===== config.mk =====
export PLATFORM = sky130hd
export DESIGN_NAME = base64_stream_decoder_core
export DESIGN_NICKNAME = d
export VERILOG_FILES = /design/src/design/b64d_pkg.sv /design/src/design/base64_stream_decoder_core.sv /design/src/design/b64d_group.sv /design/src/design/b64d_serial.sv
export SDC_FILE = /design/constraint.sdc
export NUM_CORES = 1
export LEC_CHECK = 0
export BUFFER_PORTS_ARGS = -buffer_cell sky130_fd_sc_hd__buf_4
export CORE_MARGIN = 5
export CORE_UTILIZATION = 32
export CTS_CLUSTER_DIAMETER = 80
export DETAILED_ROUTE_END_ITERATION = 10
export GPL_TIMING_DRIVEN = 0
export HOLD_SLACK_MARGIN = 0.15
export SETUP_SLACK_MARGIN = 0.15
export SYNTH_ARGS = -nofsm -noshare
export SYNTH_HDL_FRONTEND = slang
export SYNTH_HIERARCHICAL = 1
export SYNTH_SLANG_ARGS = --single-unit

===== constraint.sdc =====
create_clock -name clk -period 6 [get_ports clk]
set_clock_uncertainty 0.05 [all_clocks]
set_input_delay 0.6 -clock clk [delete_from_list [all_inputs] [get_ports clk]]
set_output_delay 0.6 -clock clk [all_outputs]
set_load 0.05 [all_outputs]

===== src/design/b64d_pkg.sv =====
// Package for the Base64 stream decoder: status codes, the burst record passed
// between the decode stage and the output serializer, and the character lookup.
// No dependencies.
package b64d_pkg;

    localparam int COUNT_BITS_DEFAULT = 16;
    localparam logic [7:0] PAD_CHAR = 8'h3D;

    typedef enum logic [1:0] {
        STATUS_OK        = 2'd0,
        STATUS_BAD_COUNT = 2'd1,
        STATUS_BAD_PAD   = 2'd2
    } status_t;

    typedef struct packed {
        logic       valid;
        logic [5:0] value;
    } sextet_t;

    // One burst holds every result that a single character causes.
    typedef struct packed {
        logic [1:0]      nb;
        logic [2:0][7:0] data;
        logic            has_status;
        status_t         status;
        logic [15:0]     count;
    } burst_t;

    function automatic sextet_t sextet_of(input logic [7:0] c);
        sextet_t s;
        s.valid = 1'b1;
        s.value = 6'd0;
        if (c inside {[8'h41:8'h5A]}) begin
            s.value = 6'(c - 8'h41);
        end
        else if (c inside {[8'h61:8'h7A]}) begin
            s.value = 6'(c - 8'h61 + 8'd26);
        end
        else if (c inside {[8'h30:8'h39]}) begin
            s.value = 6'(c - 8'h30 + 8'd52);
        end
        else if (c == 8'h2B) begin
            s.value = 6'd62;
        end
        else if (c == 8'h2F) begin
            s.value = 6'd63;
        end
        else if (c == PAD_CHAR) begin
            s.value = 6'd0;
        end
        else begin
            s.valid = 1'b0;
        end
        return s;
    endfunction

endpackage


===== src/design/base64_stream_decoder_core.sv =====
// Top level of the Base64 stream decoder: decode stage followed by the output
// serializer. Depends on b64d_pkg, b64d_group and b64d_serial.
//
//   channel | handshake          | payload
//   --------+--------------------+--------------------------------------------
//   input   | in_valid, in_ready | in_char, last_char
//   output  | out_valid, out_ready | out_byte, is_status, status, byte_count,
//           |                    | end_of_run
//
// One character is taken every cycle while the burst register is free or being
// emptied; a character causes zero to four result beats, one per cycle while
// out_ready is high. The serializer presents a burst's results one at a time;
// input stalls only when a burst waits. Reset clears the message state and both
// valid flags; no clearing pass is needed. A stalled output holds its beat; while
// a burst waits behind the last beat, in_ready follows out_ready in the same cycle.
module base64_stream_decoder_core #(
    parameter int COUNT_BITS = b64d_pkg::COUNT_BITS_DEFAULT
) (
    input  logic        clk,
    input  logic        rst_n,
    input  logic        in_valid,
    output logic        in_ready,
    input  logic [7:0]  in_char,
    input  logic        last_char,
    output logic        out_valid,
    input  logic        out_ready,
    output logic [7:0]  out_byte,
    output logic        is_status,
    output logic [1:0]  status,
    output logic [15:0] byte_count,
    output logic        end_of_run
);

    logic             burst_valid;
    logic             burst_take;
    b64d_pkg::burst_t burst;

    b64d_group #(
        .COUNT_BITS (COUNT_BITS)
    ) u_group (
        .clk         (clk),
        .rst_n       (rst_n),
        .in_valid    (in_valid),
        .in_ready    (in_ready),
        .in_char     (in_char),
        .last_char   (last_char),
        .burst_valid (burst_valid),
        .burst_take  (burst_take),
        .burst       (burst)
    );

    b64d_serial u_serial (
        .clk         (clk),
        .rst_n       (rst_n),
        .burst_valid (burst_valid),
        .burst_take  (burst_take),
        .burst       (burst),
        .out_valid   (out_valid),
        .out_ready   (out_ready),
        .out_byte    (out_byte),
        .is_status   (is_status),
        .status      (status),
        .byte_count  (byte_count),
        .end_of_run  (end_of_run)
    );

`ifndef ASSERT_OFF
    a_status_ends_run: assert property (@(posedge clk) disable iff (!rst_n)
        out_valid && is_status |-> end_of_run && out_byte == 8'd0)
        else $error("status beat must close its run");

    a_data_fields_zero: assert property (@(posedge clk) disable iff (!rst_n)
        out_valid && !is_status |-> status == 2'd0 && byte_count == 16'd0)
        else $error("data beat carries status fields");

    a_last_makes_burst: assert property (@(posedge clk) disable iff (!rst_n)
        in_valid && in_ready && last_char |=> burst_valid)
        else $error("last character produced no burst");

    a_burst_holds: assert property (@(posedge clk) disable iff (!rst_n)
        burst_valid && !burst_take |=> burst_valid && $stable(burst))
        else $error("pending burst changed before it was taken");
`endif

endmodule


===== src/design/b64d_group.sv =====
// Decode stage: keeps the per-message state, folds one character per beat into
// the current group and registers the burst of results that the character causes.
// Depends on b64d_pkg.
module b64d_group #(
    parameter int COUNT_BITS = b64d_pkg::COUNT_BITS_DEFAULT
) (
    input  logic              clk,
    input  logic              rst_n,
    input  logic              in_valid,
    output logic              in_ready,
    input  logic [7:0]        in_char,
    input  logic              last_char,
    output logic              burst_valid,
    input  logic              burst_take,
    output b64d_pkg::burst_t  burst
);

    logic [17:0]           hold_reg, hold_next;
    logic [1:0]            slot_reg, slot_next;
    logic [2:0]            pad_reg, pad_next;
    logic                  stopped_reg, stopped_next;
    logic [1:0]            vmf_reg, vmf_next;
    logic                  any_reg, any_next;
    logic                  pad_err_reg, pad_err_next;
    logic [COUNT_BITS-1:0] bytes_reg, bytes_next;
    logic                  bvalid_reg, bvalid_next;
    b64d_pkg::burst_t      burst_reg, burst_next;

    b64d_pkg::sextet_t     sx;
    logic                  accept;
    logic [2:0]            pad_inc;
    logic [23:0]           word;
    logic [1:0]            nb;
    logic [COUNT_BITS:0]   sum;
    logic [COUNT_BITS+15:0] count_ext;

    assign in_ready = !bvalid_reg || burst_take;
    assign accept   = in_valid && in_ready;
    assign sx       = b64d_pkg::sextet_of(in_char);
    assign pad_inc  = (in_char == b64d_pkg::PAD_CHAR && pad_reg != 3'd7) ?
                      pad_reg + 3'd1 : pad_reg;
    assign word     = {hold_reg, sx.value};

    always_comb
    begin
        hold_next    = hold_reg;
        slot_next    = slot_reg;
        pad_next     = pad_reg;
        stopped_next = stopped_reg;
        vmf_next     = vmf_reg;
        any_next     = any_reg;
        pad_err_next = pad_err_reg;
        bytes_next   = bytes_reg;
        nb           = 2'd0;
        sum          = '0;
        if (sx.valid) begin
            vmf_next = vmf_reg + 2'd1;
            any_next = 1'b1;
            if (!stopped_reg) begin
                if (slot_reg != 2'd3) begin
                    hold_next = {hold_reg[11:0], sx.value};
                    slot_next = slot_reg + 2'd1;
                    pad_next  = pad_inc;
                end
                else begin
                    case (pad_inc)
                        3'd0:    nb = 2'd3;
                        3'd1:    nb = 2'd2;
                        3'd2:    nb = 2'd1;
                        default: pad_err_next = 1'b1;
                    endcase
                    sum = {1'b0, bytes_reg} + (COUNT_BITS+1)'(nb);
                    bytes_next   = sum[COUNT_BITS] ? '1 : sum[COUNT_BITS-1:0];
                    stopped_next = (pad_inc != 3'd0);
                    hold_next    = '0;
                    slot_next    = 2'd0;
                    pad_next     = 3'd0;
                end
            end
        end
    end

    assign count_ext = (COUNT_BITS+16)'(bytes_next);

    always_comb
    begin
        burst_next.nb         = nb;
        burst_next.data[0]    = word[23:16];
        burst_next.data[1]    = word[15:8];
        burst_next.data[2]    = word[7:0];
        burst_next.has_status = last_char;
        burst_next.count      = count_ext[15:0];
        if (!any_next || vmf_next != 2'd0) begin
            burst_next.status = b64d_pkg::STATUS_BAD_COUNT;
        end
        else if (pad_err_next) begin
            burst_next.status = b64d_pkg::STATUS_BAD_PAD;
        end
        else begin
            burst_next.status = b64d_pkg::STATUS_OK;
        end
    end

    always_comb
    begin
        bvalid_next = bvalid_reg && !burst_take;
        if (accept && (nb != 2'd0 || last_char)) begin
            bvalid_next = 1'b1;
        end
    end

    always_ff @(posedge clk or negedge rst_n)
    begin
        if (!rst_n) begin
            hold_reg    <= '0;
            slot_reg    <= '0;
            pad_reg     <= '0;
            stopped_reg <= 1'b0;
            vmf_reg     <= '0;
            any_reg     <= 1'b0;
            pad_err_reg <= 1'b0;
            bytes_reg   <= '0;
            bvalid_reg  <= 1'b0;
        end
        else begin
            bvalid_reg <= bvalid_next;
            if (accept) begin
                if (last_char) begin
                    hold_reg    <= '0;
                    slot_reg    <= '0;
                    pad_reg     <= '0;
                    stopped_reg <= 1'b0;
                    vmf_reg     <= '0;
                    any_reg     <= 1'b0;
                    pad_err_reg <= 1'b0;
                    bytes_reg   <= '0;
                end
                else begin
                    hold_reg    <= hold_next;
                    slot_reg    <= slot_next;
                    pad_reg     <= pad_next;
                    stopped_reg <= stopped_next;
                    vmf_reg     <= vmf_next;
                    any_reg     <= any_next;
                    pad_err_reg <= pad_err_next;
                    bytes_reg   <= bytes_next;
                end
            end
        end
    end

    always_ff @(posedge clk)
    begin
        if (accept) begin
            burst_reg <= burst_next;
        end
    end

    assign burst_valid = bvalid_reg;
    assign burst       = burst_reg;

endmodule


===== src/design/b64d_serial.sv =====
// Output serializer: holds one burst and presents its results one beat at a time,
// data bytes first and the status item last.
// Depends on b64d_pkg.
module b64d_serial (
    input  logic             clk,
    input  logic             rst_n,
    input  logic             burst_valid,
    output logic             burst_take,
    input  b64d_pkg::burst_t burst,
    output logic             out_valid,
    input  logic             out_ready,
    output logic [7:0]       out_byte,
    output logic             is_status,
    output logic [1:0]       status,
    output logic [15:0]      byte_count,
    output logic             end_of_run
);

    b64d_pkg::burst_t cur_reg;
    logic             valid_reg, valid_next;
    logic [1:0]       pos_reg, pos_next;
    logic [2:0]       total;
    logic [1:0]       last_pos;
    logic             at_last;
    logic             at_data;
    logic             done;

    assign total    = {1'b0, cur_reg.nb} + {2'b00, cur_reg.has_status};
    assign last_pos = 2'(total - 3'd1);
    assign at_last  = (pos_reg == last_pos);
    assign at_data  = (pos_reg < cur_reg.nb);
    assign done     = valid_reg && out_ready && at_last;

    assign burst_take = burst_valid && (!valid_reg || done);

    always_comb
    begin
        valid_next = valid_reg;
        pos_next   = pos_reg;
        if (burst_take) begin
            valid_next = 1'b1;
            pos_next   = 2'd0;
        end
        else if (done) begin
            valid_next = 1'b0;
            pos_next   = 2'd0;
        end
        else if (valid_reg && out_ready) begin
            pos_next = pos_reg + 2'd1;
        end
    end

    always_ff @(posedge clk or negedge rst_n)
    begin
        if (!rst_n) begin
            valid_reg <= 1'b0;
            pos_reg   <= '0;
        end
        else begin
            valid_reg <= valid_next;
            pos_reg   <= pos_next;
        end
    end

    always_ff @(posedge clk)
    begin
        if (burst_take) begin
            cur_reg <= burst;
        end
    end

    always_comb
    begin
        out_byte   = 8'd0;
        is_status  = 1'b0;
        status     = b64d_pkg::STATUS_OK;
        byte_count = 16'd0;
        if (at_data) begin
            out_byte = cur_reg.data[pos_reg];
        end
        else begin
            is_status  = 1'b1;
            status     = cur_reg.status;
            byte_count = cur_reg.count;
        end
    end

    assign out_valid  = valid_reg;
    assign end_of_run = at_last;

endmodule


==> out/results.ini, run 1 <==
[grt]
grt_overflow_total = 0
grt_first_pass_wirelength_um = 24700
antenna_found_initial = 0
grt_start_max_net_pins = 49
grt_util_all_layers_pct = 12.9
grt_pass1_vias = 4629

[sta]
fin_tns_setup_ns = 0
tightest_slew_ns = 1.11
slew_violations = 0
rsz0062_at_grt = false
finalHoldViolCount = 0
setup_viol = 0
layout_min_cycle_time_ns = 3.89
timing.final.crit_share_pct = 64.8
fmax_ghz = 0.257
relSlewSlack_pct = 25.6

[power_and_ir_drop]
netSwitchingPower_uw = 1550
intPower_uw = 2500
leakage_uw = 0.00302
comb_power_share_pct = 37.8
clkPwrFrac_pct = 25.9
seqPwrFrac_pct = 36.3
ir_worst_vdd_uv = 208
powerDensity_nw_per_um2 = 510
p_sw_share_pct = 38.3

[clock_network]
cts_max_level = 4
root_buffer = clkbuf_16
cts_hold_buf = 0
postCtsSetupBuffers = 0
path_clk_slew_ns = 0.06
clock_insertion_delay_worst_skew_ns = 0.41
tritoncts = done
cts_sinks = 138
ctsResizeCount = 0
cts_buffer_depth = 2
numCtsBuffers = 17

[yosys]
synth-seq-cells = 138
yosys.cell_types.count = 73
synth_edf_count = 90
synth.avg_cell_area_um2 = 11.8
synth-warning-count = 6
synthesis.nets = 590
syn-cell-area_um2 = 6630
synth_ff_type = edfxtp_1
async_flop_share_pct = 34.8
seq_area_frac_synth_pct = 58.9
syn_inst = 560

[setup_path]
critPathMaxFanout = 23
worst-r2r-cell-count = 11
critPathKind = flop to flop
r2r_start = u_serial/cur_reg[43]$_DFFE_PP_
worstPathArrival_ns = 4.14
endpoint_kind = flop
cp-start-kind = flop
required_ns = 6.25
r2r-end = u_group/pad_reg[0]$_DFFE_PN0P_
reg2reg_setup_slack_ns = 2.11

[finish]
finalInstanceArea_um2 = 7930
antenna_cells = 0
fin_nets = 651
syn2layout_area_growth_pct = 19.6
stdcell_count = 904
final_layout_size_suffix_gt1_share_pct = 17.2

[worst_hold_path]
min_path_type = input port to async pin

[route]
routed_wl_um = 15000
via_count = 4769
wl_met2_um = 7020
wire_per_inst_um = 16.6
drt_iter0_drc = 398
route.met3.wl_um = 952
routed.top_layer = met4
drt-met1-wl_um = 6830
dr.pass1.iters = 7
vias_per_cell = 5.28
ant_nets = 0
drc = 0

[floorplanning]
core-area_um2 = 20300
initial_core_util_pct = 32.6
die_w_um = 154
die_y_um = 154
die_area_um2 = 23700
num_rows = 52
ios = 43

[status]
status = finished clean

[placed_design]
io_buffers = 40
gp_congestion = 0.883
dpl_cell_area_um2 = 7330
placed_cells = 872
place_hpwl_um = 10500

[run]
maxCapViolations = 0

-- cell families (layout without fill, tap and decap cells) --
group	Yosys count	after routing	share of synthesized area, %
compound gates	154	154	16.6
simple gates	186	186	14.8
fa+ha+maj	17	17	3.32
flops	138	138	58.9
mux	12	12	1.87
xor+xnor	4	4	0.736
buf+inv	49	123	3.72
-- cells in the mapped netlist (all sizes together), types with 5 or more instances --
cell	count	area, um^2
or2	10	62.6
inv	18	67.6
o31ai	5	42.5
dfrtp	48	1200
nand2	40	150
a22o	19	166
edfxtp	90	2700
a21oi	42	229
ha	16	200
and2	25	159
o21ai	19	95.1
nor3	17	90.1
buf	15	118
and3	5	36.3
nor4	12	75.1
a31oi	18	113
nor2	37	139
a41oi	6	60.1
clkbuf	16	61.3
mux2i	9	90.1
nand2b	7	51.3
nand3	13	65.1
-- power by group through the flow --
stage / combinational (uW) / clock [uW] / sequential [uW]
6_report: 1530 / 1050 / 1470
4_1_cts: 1550 / 1070 / 1470
3_5_place_dp: 1550 / 0 / 1490
3_3_place_gp: 1470 / 0 / 1490
2_1_floorplan: 1060 / 0 / 1470
5_1_grt: 1640 / 1110 / 1500
-- per-layer routing --
layer,vias up,global-route usage [%]
li1,2263,-
met1,2329,17.6
met2,159,20.3
met3,18,3.34
met4,0,3.74
met5,-,0
-- worst max-delay path: stages, from the launching register on --
cell      delay (ns)
edfxtp_1        0.35
inv_1           0.05
ha_1            0.29
xor2_1          0.18
nand3_1         0.20
a21boi_4        0.70
nand2b_1        0.27
nand2_1         0.20
clkbuf_1        0.32
nor2_1          0.72
a21oi_1         0.17
a22o_1          0.28
-- layout by cell type (no fill, tap or decap), types with 17 or more instances in the layout --
cell	n
and2_1	24
nand2_1	40
buf_4	43
nor2_1	37
clkbuf_16	17
o21ai_0	17
a21oi_1	39
a31oi_1	18
dfrtp_1	48
edfxtp_1	90
a22o_1	19
inv_1	18
-- stage by stage --
step | util (%) | worst slack, ns | power, uW | hold WS [ns]
after floorplan | - | 0.787 | 2530 | 0.254
after global placement | 35.8 | -0.280 | 2960 | 0.352
after detailed placement | 36.1 | 1.83 | 3030 | 0.355
after CTS | 39.0 | 2.08 | 4090 | 0.198
after global routing | 39.0 | 1.75 | 4250 | 0.229
final | 39.0 | 2.11 | 4040 | 0.180
-- layout make-up --
type / instances / area [um^2]
Multi-Input combinational cell: 373 / 2490
Timing Repair Buffer: 42 / 348
Tap cell: 270 / 338
Buffer: 31 / 180
Fill cell: 1960 / 12400
Clock inverter: 14 / 171
Inverter: 18 / 67.6
Clock buffer: 18 / 429
Sequential cell: 138 / 3900
-- worst max path at each step --
stage / depth (start not counted) / slack, ns / endpoint / start
2_1_floorplan: 11 / 0.79 / u_group/bytes_reg[0]$_DFFE_PN0P_ / u_serial/cur_reg[43]$_DFFE_PP_
3_3_place_gp: 11 / -0.28 / u_group/bytes_reg[8]$_DFFE_PN0P_ / u_serial/cur_reg[43]$_DFFE_PP_
3_5_place_dp: 15 / 1.83 / u_group/burst[7]$_DFFE_PP_ / in_char[1]
4_1_cts: 11 / 2.08 / u_group/pad_reg[0]$_DFFE_PN0P_ / u_serial/cur_reg[43]$_DFFE_PP_
5_1_grt: 11 / 1.75 / u_group/pad_reg[0]$_DFFE_PN0P_ / u_serial/cur_reg[43]$_DFFE_PP_
6_report: 11 / 2.11 / u_group/pad_reg[0]$_DFFE_PN0P_ / u_serial/cur_reg[43]$_DFFE_PP_
(Power assumes the default switching activity.)
==> run 2: changes to the inputs <==
- ABC_AREA: not set -> 1
- clock period: 6 -> 3.7 ns (I/O delays scaled with it)
==> run 2 against run 1 <==
Net effect:
- first-iteration DRC count decreased by 19%
- via count up 5.0%
- critical path type unchanged
- hold slack gained 0.13 ns
- critical endpoint is now u_group/burst[15]$_DFFE_PP_
- setup slack got worse by 1.7 ns
- synthesized area increased by 2.8%
- wire length fell by 1.9%
==> out/results.ini, run 2 <==
[placed_design]
place_hpwl_um = 9820  ; -6.9%
placed_cells = 1067  ; +22%
io_buffers = 41  ; +2.5%
pre_cts_ws_ns = -0.0649  ; -1.89 ns
gp_congestion = 0.843  ; -4.5%

[setup_path]
endpoint_kind = flop
critPathMaxFanout = 10  ; -57%
cp-start-kind = flop
max_stage_delay_ns = 0.41  ; -0.31 ns
worstPathArrival_ns = 3.35  ; -0.79 ns
cp_cell_sequence = ha_1 -> ha_1 -> inv_1 -> nand3_1 -> nand2_1 -> nand2_1 -> nand2_1 -> inv_1 -> ha_1 -> fa_2 -> nand3_1 -> inv_1 -> nand2_1 -> inv_1 -> nand3_1 -> buf_4 -> nand4_1 -> and2_1
slowest_stage = dfrtp_1
required_ns = 3.80  ; -2.45 ns
critPathKind = flop to flop

[route]
via_count = 5009  ; +5.0%
vias_per_cell = 4.53  ; -14%
drc = 0  ; unchanged
ant_nets = 0  ; unchanged
routed_wl_um = 14700  ; -1.9%
drt_iter0_drc = 324  ; -19%
dr.pass1.iters = 4  ; -3
wire_per_inst_um = 13.3  ; -20%

[yosys]
yosys-top-cells-area = edfxtp_1 (40%), dfrtp_1 (18%), nand2_1 (13%)
async_flop_share_pct = 34.8  ; unchanged
synth_edf_count = 90  ; unchanged
synth_common_cells = nand2_1 (237), inv_1 (95), edfxtp_1 (90)
synthesis.nets = 781  ; +32%
synth.avg_cell_area_um2 = 9.07  ; -23%
synth-seq-cells = 138  ; unchanged
seq_area_frac_synth_pct = 57.3  ; -1.6 points
synth_most_common_cell = nand2_1
yosys.cell_types.count = 37  ; -49%
netlist.area_leader.share_pct = 39.7  ; -1.1 points
yosysTopAreaCell = edfxtp_1
synth-warning-count = 6  ; unchanged
syn_inst = 751  ; +34%
synth_ff_type = edfxtp_1
syn-cell-area_um2 = 6810  ; +2.8%

[sta]
timing.final.crit_share_pct = 87.9  ; +23 points
tightest_slew_ns = 0.669  ; -0.437 ns
fin_tns_setup_ns = 0  ; unchanged
setup_viol = 0  ; unchanged
slew_violations = 0  ; unchanged
layout_min_cycle_time_ns = 3.25  ; -0.638 ns
fmax_ghz = 0.308  ; +20%
finalHoldViolCount = 0  ; unchanged
rsz0062_at_grt = false
relSlewSlack_pct = 55.4  ; +30 points
fin_ws_ns = 0.449  ; -1.66 ns

[finish]
fin_nets = 848  ; +30%
mostFrequentLayoutCell = nand2_1
antenna_cells = 0  ; unchanged
multiInputGateArea_um2 = 2430  ; -2.2%
final_cell_mix = nand2_1 (237), inv_1 (94), edfxtp_1 (90)
stdcell_count = 1106  ; +22%
final_layout_size_suffix_gt1_share_pct = 13.2  ; -4.0 points
fillCellCount = 2052  ; +4.7%
seq_area_um2 = 3900  ; unchanged
syn2layout_area_growth_pct = 18.6
fin_util_pct = 38.4  ; -0.61 points

[power_and_ir_drop]
ir_worst_vdd_uv = 340  ; +63%
power.total_uw = 6120  ; +51%
leakage_uw = 0.00369  ; +22%
powerDensity_nw_per_um2 = 758  ; +49%

[floorplanning]
num_rows = 53  ; +1.9%
die_area_um2 = 24300  ; +2.6%
initial_core_util_pct = 32.4  ; -0.25 points
core-area_um2 = 21000  ; +3.6%
ios = 43  ; unchanged
die_w_um = 156  ; +1.3%
die_y_um = 156  ; +1.3%

[grt]
grt_first_pass_wirelength_um = 24000  ; -2.6%
grt_overflow_total = 0  ; unchanged
grt-busiest-layer = met2
grt_start_max_net_pins = 49  ; unchanged
grt_pass1_vias = 4820  ; +4.1%
grt_util_met2_pct = 20.1  ; -0.29 points
antenna_found_initial = 0  ; unchanged
grt_use_met3_pct = 2.66  ; -0.68 points
grtUsageMet1_pct = 16.4  ; -1.2 points
grt_util_all_layers_pct = 12.3  ; -0.54 points

[clock_network]
path_clk_slew_ns = 0.07  ; about the same
cts_sinks = 138  ; unchanged
cts_buffer_depth = 2  ; unchanged
tritoncts = done
cts_max_level = 4  ; unchanged
root_buffer = clkbuf_16
clock_insertion_delay_worst_skew_ns = 0.41  ; about the same
numCtsBuffers = 17  ; unchanged

[worst_hold_path]
min_path_type = input port to flop

[run]
maxCapViolations = 0  ; unchanged

[status]
status = finished clean

[run 2: worst paths after layout]
check	start	end	slack [ns]	cells after the start
setup / recovery	u_group/pad_reg[0]$_DFFE_PN0P_	u_group/burst[15]$_DFFE_PP_	0.45	18
hold / removal	out_ready	u_serial/pos_reg[0]$_DFFE_PN0P_	0.31	4
setup reg to reg	u_group/pad_reg[0]$_DFFE_PN0P_	u_group/burst[15]$_DFFE_PP_	0.45	18
hold reg to reg	u_group/burst[30]$_DFFE_PP_	u_serial/cur_reg[30]$_DFFE_PP_	0.37	0
max in group asynchronous	rst_n	u_group/bytes_reg[3]$_DFFE_PN0P_	2.66	2
min in group asynchronous	rst_n	u_group/hold_reg[5]$_DFFE_PN0P_	0.49	2
[run 2: cell families (layout without fill, tap and decap cells)]
| group | count (synthesis) | in the layout | synth area share, % |
|---|---|---|---|
| simple gates | 402 | 404 | 25.5 |
| flops | 138 | 138 | 57.3 |
| buf+inv | 121 | 199 | 7.24 |
| compound gates | 56 | 56 | 4.52 |
| fa+ha+maj | 17 | 17 | 3.23 |
| xor+xnor | 17 | 17 | 2.19 |
[run 2: repair_timing]
| item | 4_1_cts | 5_1_grt |
|---|---|---|
| buffers inserted | 0 | 0 |
| hold buffers | 3 | 0 |
| endpoints found under the setup margin | 21 | 72 |
| pin swaps | 0 | 1 |
| endpoints found under the hold margin | 50 | 0 |
| gates cloned | 1 | 3 |
| resized for setup | 1 | 7 |
[run 2: report_power, final]
part	internal [uW]	switching, uW	total [uW]
logic	624	1630	2250
registers	2150	184	2340
clock network	871	669	1540
[run 2: worst max-delay path, delay by kind of cell (launching register included)]
| kind | cells | cell delay [ns] |
|---|---|---|
| buffers and inverters | 5 | 0.48 |
| and+or+nand+nor | 9 | 1.07 |
| adders and majority gates | 4 | 0.98 |
| DFF | 1 | 0.41 |
[run 2: through the flow]
stage	hold WS, ns	cell area (um^2)
3_5_place_dp	0.355	7470
6_report	0.315	8080
4_1_cts	0.263	8050
3_3_place_gp	0.351	7470
2_1_floorplan	0.0244	6820
5_1_grt	0.346	8080
[run 2: cell type report]
class,instances,area share (%)
well taps,275,4.26
clock buffers,18,5.31
repair buffers,44,4.18
inverters,99,4.69
clock inverters,14,1.41
plain buffers,22,1.53
flip-flops and latches,138,48.3
multi-input cells,494,30.1
repair inverters,2,0.155
[run 2: routing by layer]
layer  wire [um]  up-vias
met4         166        0
met5           0        -
li1            -     2583
met3         468       13
met1        7130     2335
met2        6970       78
==> run 3: changes to the inputs <==
==> constraint.sdc (replaced) <==
create_clock -name clk -period 3.7 [get_ports clk]
set_clock_uncertainty 0.05 [all_clocks]
set_input_delay 0 -clock clk [delete_from_list [all_inputs] [get_ports clk]]
set_output_delay 0 -clock clk [all_outputs]
set_load 0.05 [all_outputs]
==> run 3 against run 2 <==
Net effect:
- clock power is essentially flat
- final cell count up 0.81%
- via count increased by 0.64%
- flip-flop and latch count unchanged
- die area unchanged
- setup slack got worse by 0.0034 ns
- combinational power barely moved
- first-iteration DRC count grew 7.1%
- wire length is 0.88% higher
- global-route usage up 0.12 points
- register-to-register slack hardly changed
- critical path depth stayed put
- critical endpoint unchanged
==> out/results.ini, run 3 (synthesis results as in run 2) <==
[sta]
rsz0062_at_grt = false
tightest_slew_ns = 0.646  ; -0.0231 ns
slew_violations = 0  ; unchanged
relSlewSlack_pct = 56.7  ; +1.3 points
timing.final.crit_share_pct = 87.9  ; +0.093 points
layout_min_cycle_time_ns = 3.25  ; +0.00342 ns
setup_viol = 0  ; unchanged
fin_ws_ns = 0.446  ; -0.00342 ns
fmax_ghz = 0.307  ; -0.11%
finalHoldViolCount = 0  ; unchanged

[route]
routed_wl_um = 14900  ; +0.88%
drc = 0  ; unchanged
via_count = 5041  ; +0.64%
ant_nets = 0  ; unchanged
wire_per_inst_um = 13.3  ; about the same
vias_per_cell = 4.52  ; -0.17%
drt_iter0_drc = 347  ; +7.1%
dr.pass1.iters = 4  ; unchanged

[power_and_ir_drop]
clkPwrFrac_pct = 25.1  ; about the same
ir_worst_vdd_uv = 340  ; about the same
leakage_uw = 0.00373  ; +1.2%
comb_power_share_pct = 36.8  ; about the same
netSwitchingPower_uw = 2480  ; about the same
seqPwrFrac_pct = 38.1  ; about the same
powerDensity_nw_per_um2 = 750  ; -1.1%
intPower_uw = 3650  ; +0.20%
p_sw_share_pct = 40.4  ; -0.050 points

[setup_path]
worstPathArrival_ns = 3.36  ; about the same
required_ns = 3.80  ; about the same
critPathMaxFanout = 10  ; unchanged
critPathKind = flop to flop
reg2reg_setup_slack_ns = 0.45  ; about the same
worst-r2r-cell-count = 18  ; unchanged
max_stage_delay_ns = 0.41  ; about the same
cp-start-kind = flop
endpoint_kind = flop
cp_cell_sequence = ha_1 -> ha_1 -> inv_1 -> nand3_1 -> nand2_1 -> nand2_1 -> nand2_1 -> inv_1 -> ha_1 -> fa_2 -> nand3_1 -> inv_1 -> nand2_1 -> inv_1 -> nand3_1 -> buf_4 -> nand4_1 -> and2_1
r2r-end = u_group/burst[15]$_DFFE_PP_
slowest_stage = dfrtp_1
r2r_start = u_group/pad_reg[0]$_DFFE_PN0P_

[clock_network]
root_buffer = clkbuf_16
path_clk_slew_ns = 0.06  ; about the same
cts_max_level = 4  ; unchanged
cts_sinks = 138  ; unchanged
clock_insertion_delay_worst_skew_ns = 0.41  ; about the same
tritoncts = done
cts_buffer_depth = 2  ; unchanged
numCtsBuffers = 17  ; unchanged

[finish]
final_layout_size_suffix_gt1_share_pct = 13.2  ; -0.023 points
antenna_cells = 0  ; unchanged
fin_nets = 857  ; +1.1%
mostFrequentLayoutCell = nand2_1
final_cell_mix = nand2_1 (237), inv_1 (94), edfxtp_1 (90)
stdcell_count = 1115  ; +0.81%
syn2layout_area_growth_pct = 20.1

[floorplanning]
initial_core_util_pct = 32.4  ; unchanged
ios = 43  ; unchanged
die_area_um2 = 24300  ; unchanged
die_y_um = 156  ; unchanged
num_rows = 53  ; unchanged
core-area_um2 = 21000  ; unchanged
die_w_um = 156  ; unchanged

[grt]
grt_util_all_layers_pct = 12.5  ; +0.12 points
grt_start_max_net_pins = 47  ; -4.1%
antenna_found_initial = 0  ; unchanged
grt_pass1_vias = 4869  ; +1.0%
grt_first_pass_wirelength_um = 24300  ; +0.98%
grt_overflow_total = 0  ; unchanged

[status]
status = finished clean

[placed_design]
io_buffers = 41  ; unchanged
pre_cts_ws_ns = -0.0649  ; unchanged
gp_congestion = 0.843  ; unchanged
place_hpwl_um = 9820  ; unchanged
placed_cells = 1067  ; unchanged

[worst_hold_path]
min_path_type = input port to flop
hold_depth = 8  ; +4
min_from = in_char[7]
hold_end = u_group/hold_reg[1]$_DFFE_PN0P_

[run]
maxCapViolations = 0  ; unchanged

run 3: cell count changes in the layout (fill, tap and decap cells not counted), sizes merged:
cell,change
dlygate4sd3,+8
buf,+1
run 3: through the flow:
stage | total power (uW) | TNS (ns) | util (%) | hold WS, ns | cell area (um^2)
finish | 6130 | 0 | 38.9 | 0.231 | 8180
global route | 6520 | 0 | 38.9 | 0.278 | 8180
CTS | 6170 | 0 | 38.8 | 0.219 | 8150
detailed placement | 4590 | -0.520 | 35.5 | 0.0395 | 7470
global placement | 4570 | 0 | 35.5 | 0.0406 | 7470
floorplan | 3920 | 0 | - | -0.346 | 6820
run 3: worst max-delay path by stage:
stage                                                 end  slack, ns  cells past startpoint                            from
after floorplan           u_group/hold_reg[0]$_DFFE_PN0P_       0.30                     16  u_serial/cur_reg[43]$_DFFE_PP_
after global routing           u_group/burst[2]$_DFFE_PP_       0.17                     20  u_group/pad_reg[0]$_DFFE_PN0P_
after global placement    u_group/hold_reg[0]$_DFFE_PN0P_      0.003                     16  u_serial/cur_reg[43]$_DFFE_PP_
after detailed placement   u_group/pad_reg[2]$_DFFE_PN0P_      -0.06                     16  u_serial/cur_reg[43]$_DFFE_PP_
after CTS                  u_group/vmf_reg[0]$_DFFE_PN0P_       0.09                     13  u_serial/cur_reg[43]$_DFFE_PP_
final                         u_group/burst[15]$_DFFE_PP_       0.45                     18  u_group/pad_reg[0]$_DFFE_PN0P_
run 3: routing by layer:
| layer | wire length [um] | GRT usage [%] | share of wire [%] |
|---|---|---|---|
| met2 | 7000 | 20.3 | 47 |
| met4 | 182 | 4.21 | 1.2 |
| met3 | 538 | 2.66 | 3.6 |
| met1 | 7140 | 16.6 | 48 |
| met5 | 0 | 0 | 0 |
run 3: layout make-up:
type                       instances  area, um^2
timing repair inverter             2        12.5
timing repair buffer              53         438
inverter                          99         379
fill                            2048       12800
buffer                            22         124
clock buffer                      18         429
sequential                       138        3900
multi-input combinational        494        2430
tap                              275         344
clock inverter                    14         114
run 3: worst max-delay path: cells and delay by family, from the launching register on:
family	cells	cell delay (ns)
buffers and inverters	5	0.48
DFF	1	0.41
adders and majority gates	4	0.98
and+or+nand+nor	9	1.06
run 3: repair_timing:
| action | CTS | global route |
|---|---|---|
| endpoints found under the hold margin | 75 | 0 |
| resized for setup | 1 | 7 |
| setup endpoints to repair | 21 | 72 |
| pin swaps | 0 | 1 |
| cloned | 1 | 3 |
| hold buffers | 12 | 0 |
| buffers inserted | 0 | 0 |
run 3: power by group through the flow:
stage | Sequential, uW | Clock, uW | Combinational (uW)
2_1_floorplan | 2310 | 0 | 1610
3_3_place_gp | 2360 | 0 | 2210
3_5_place_dp | 2370 | 0 | 2220
4_1_cts | 2340 | 1580 | 2260
5_1_grt | 2380 | 1650 | 2480
6_report | 2340 | 1540 | 2260
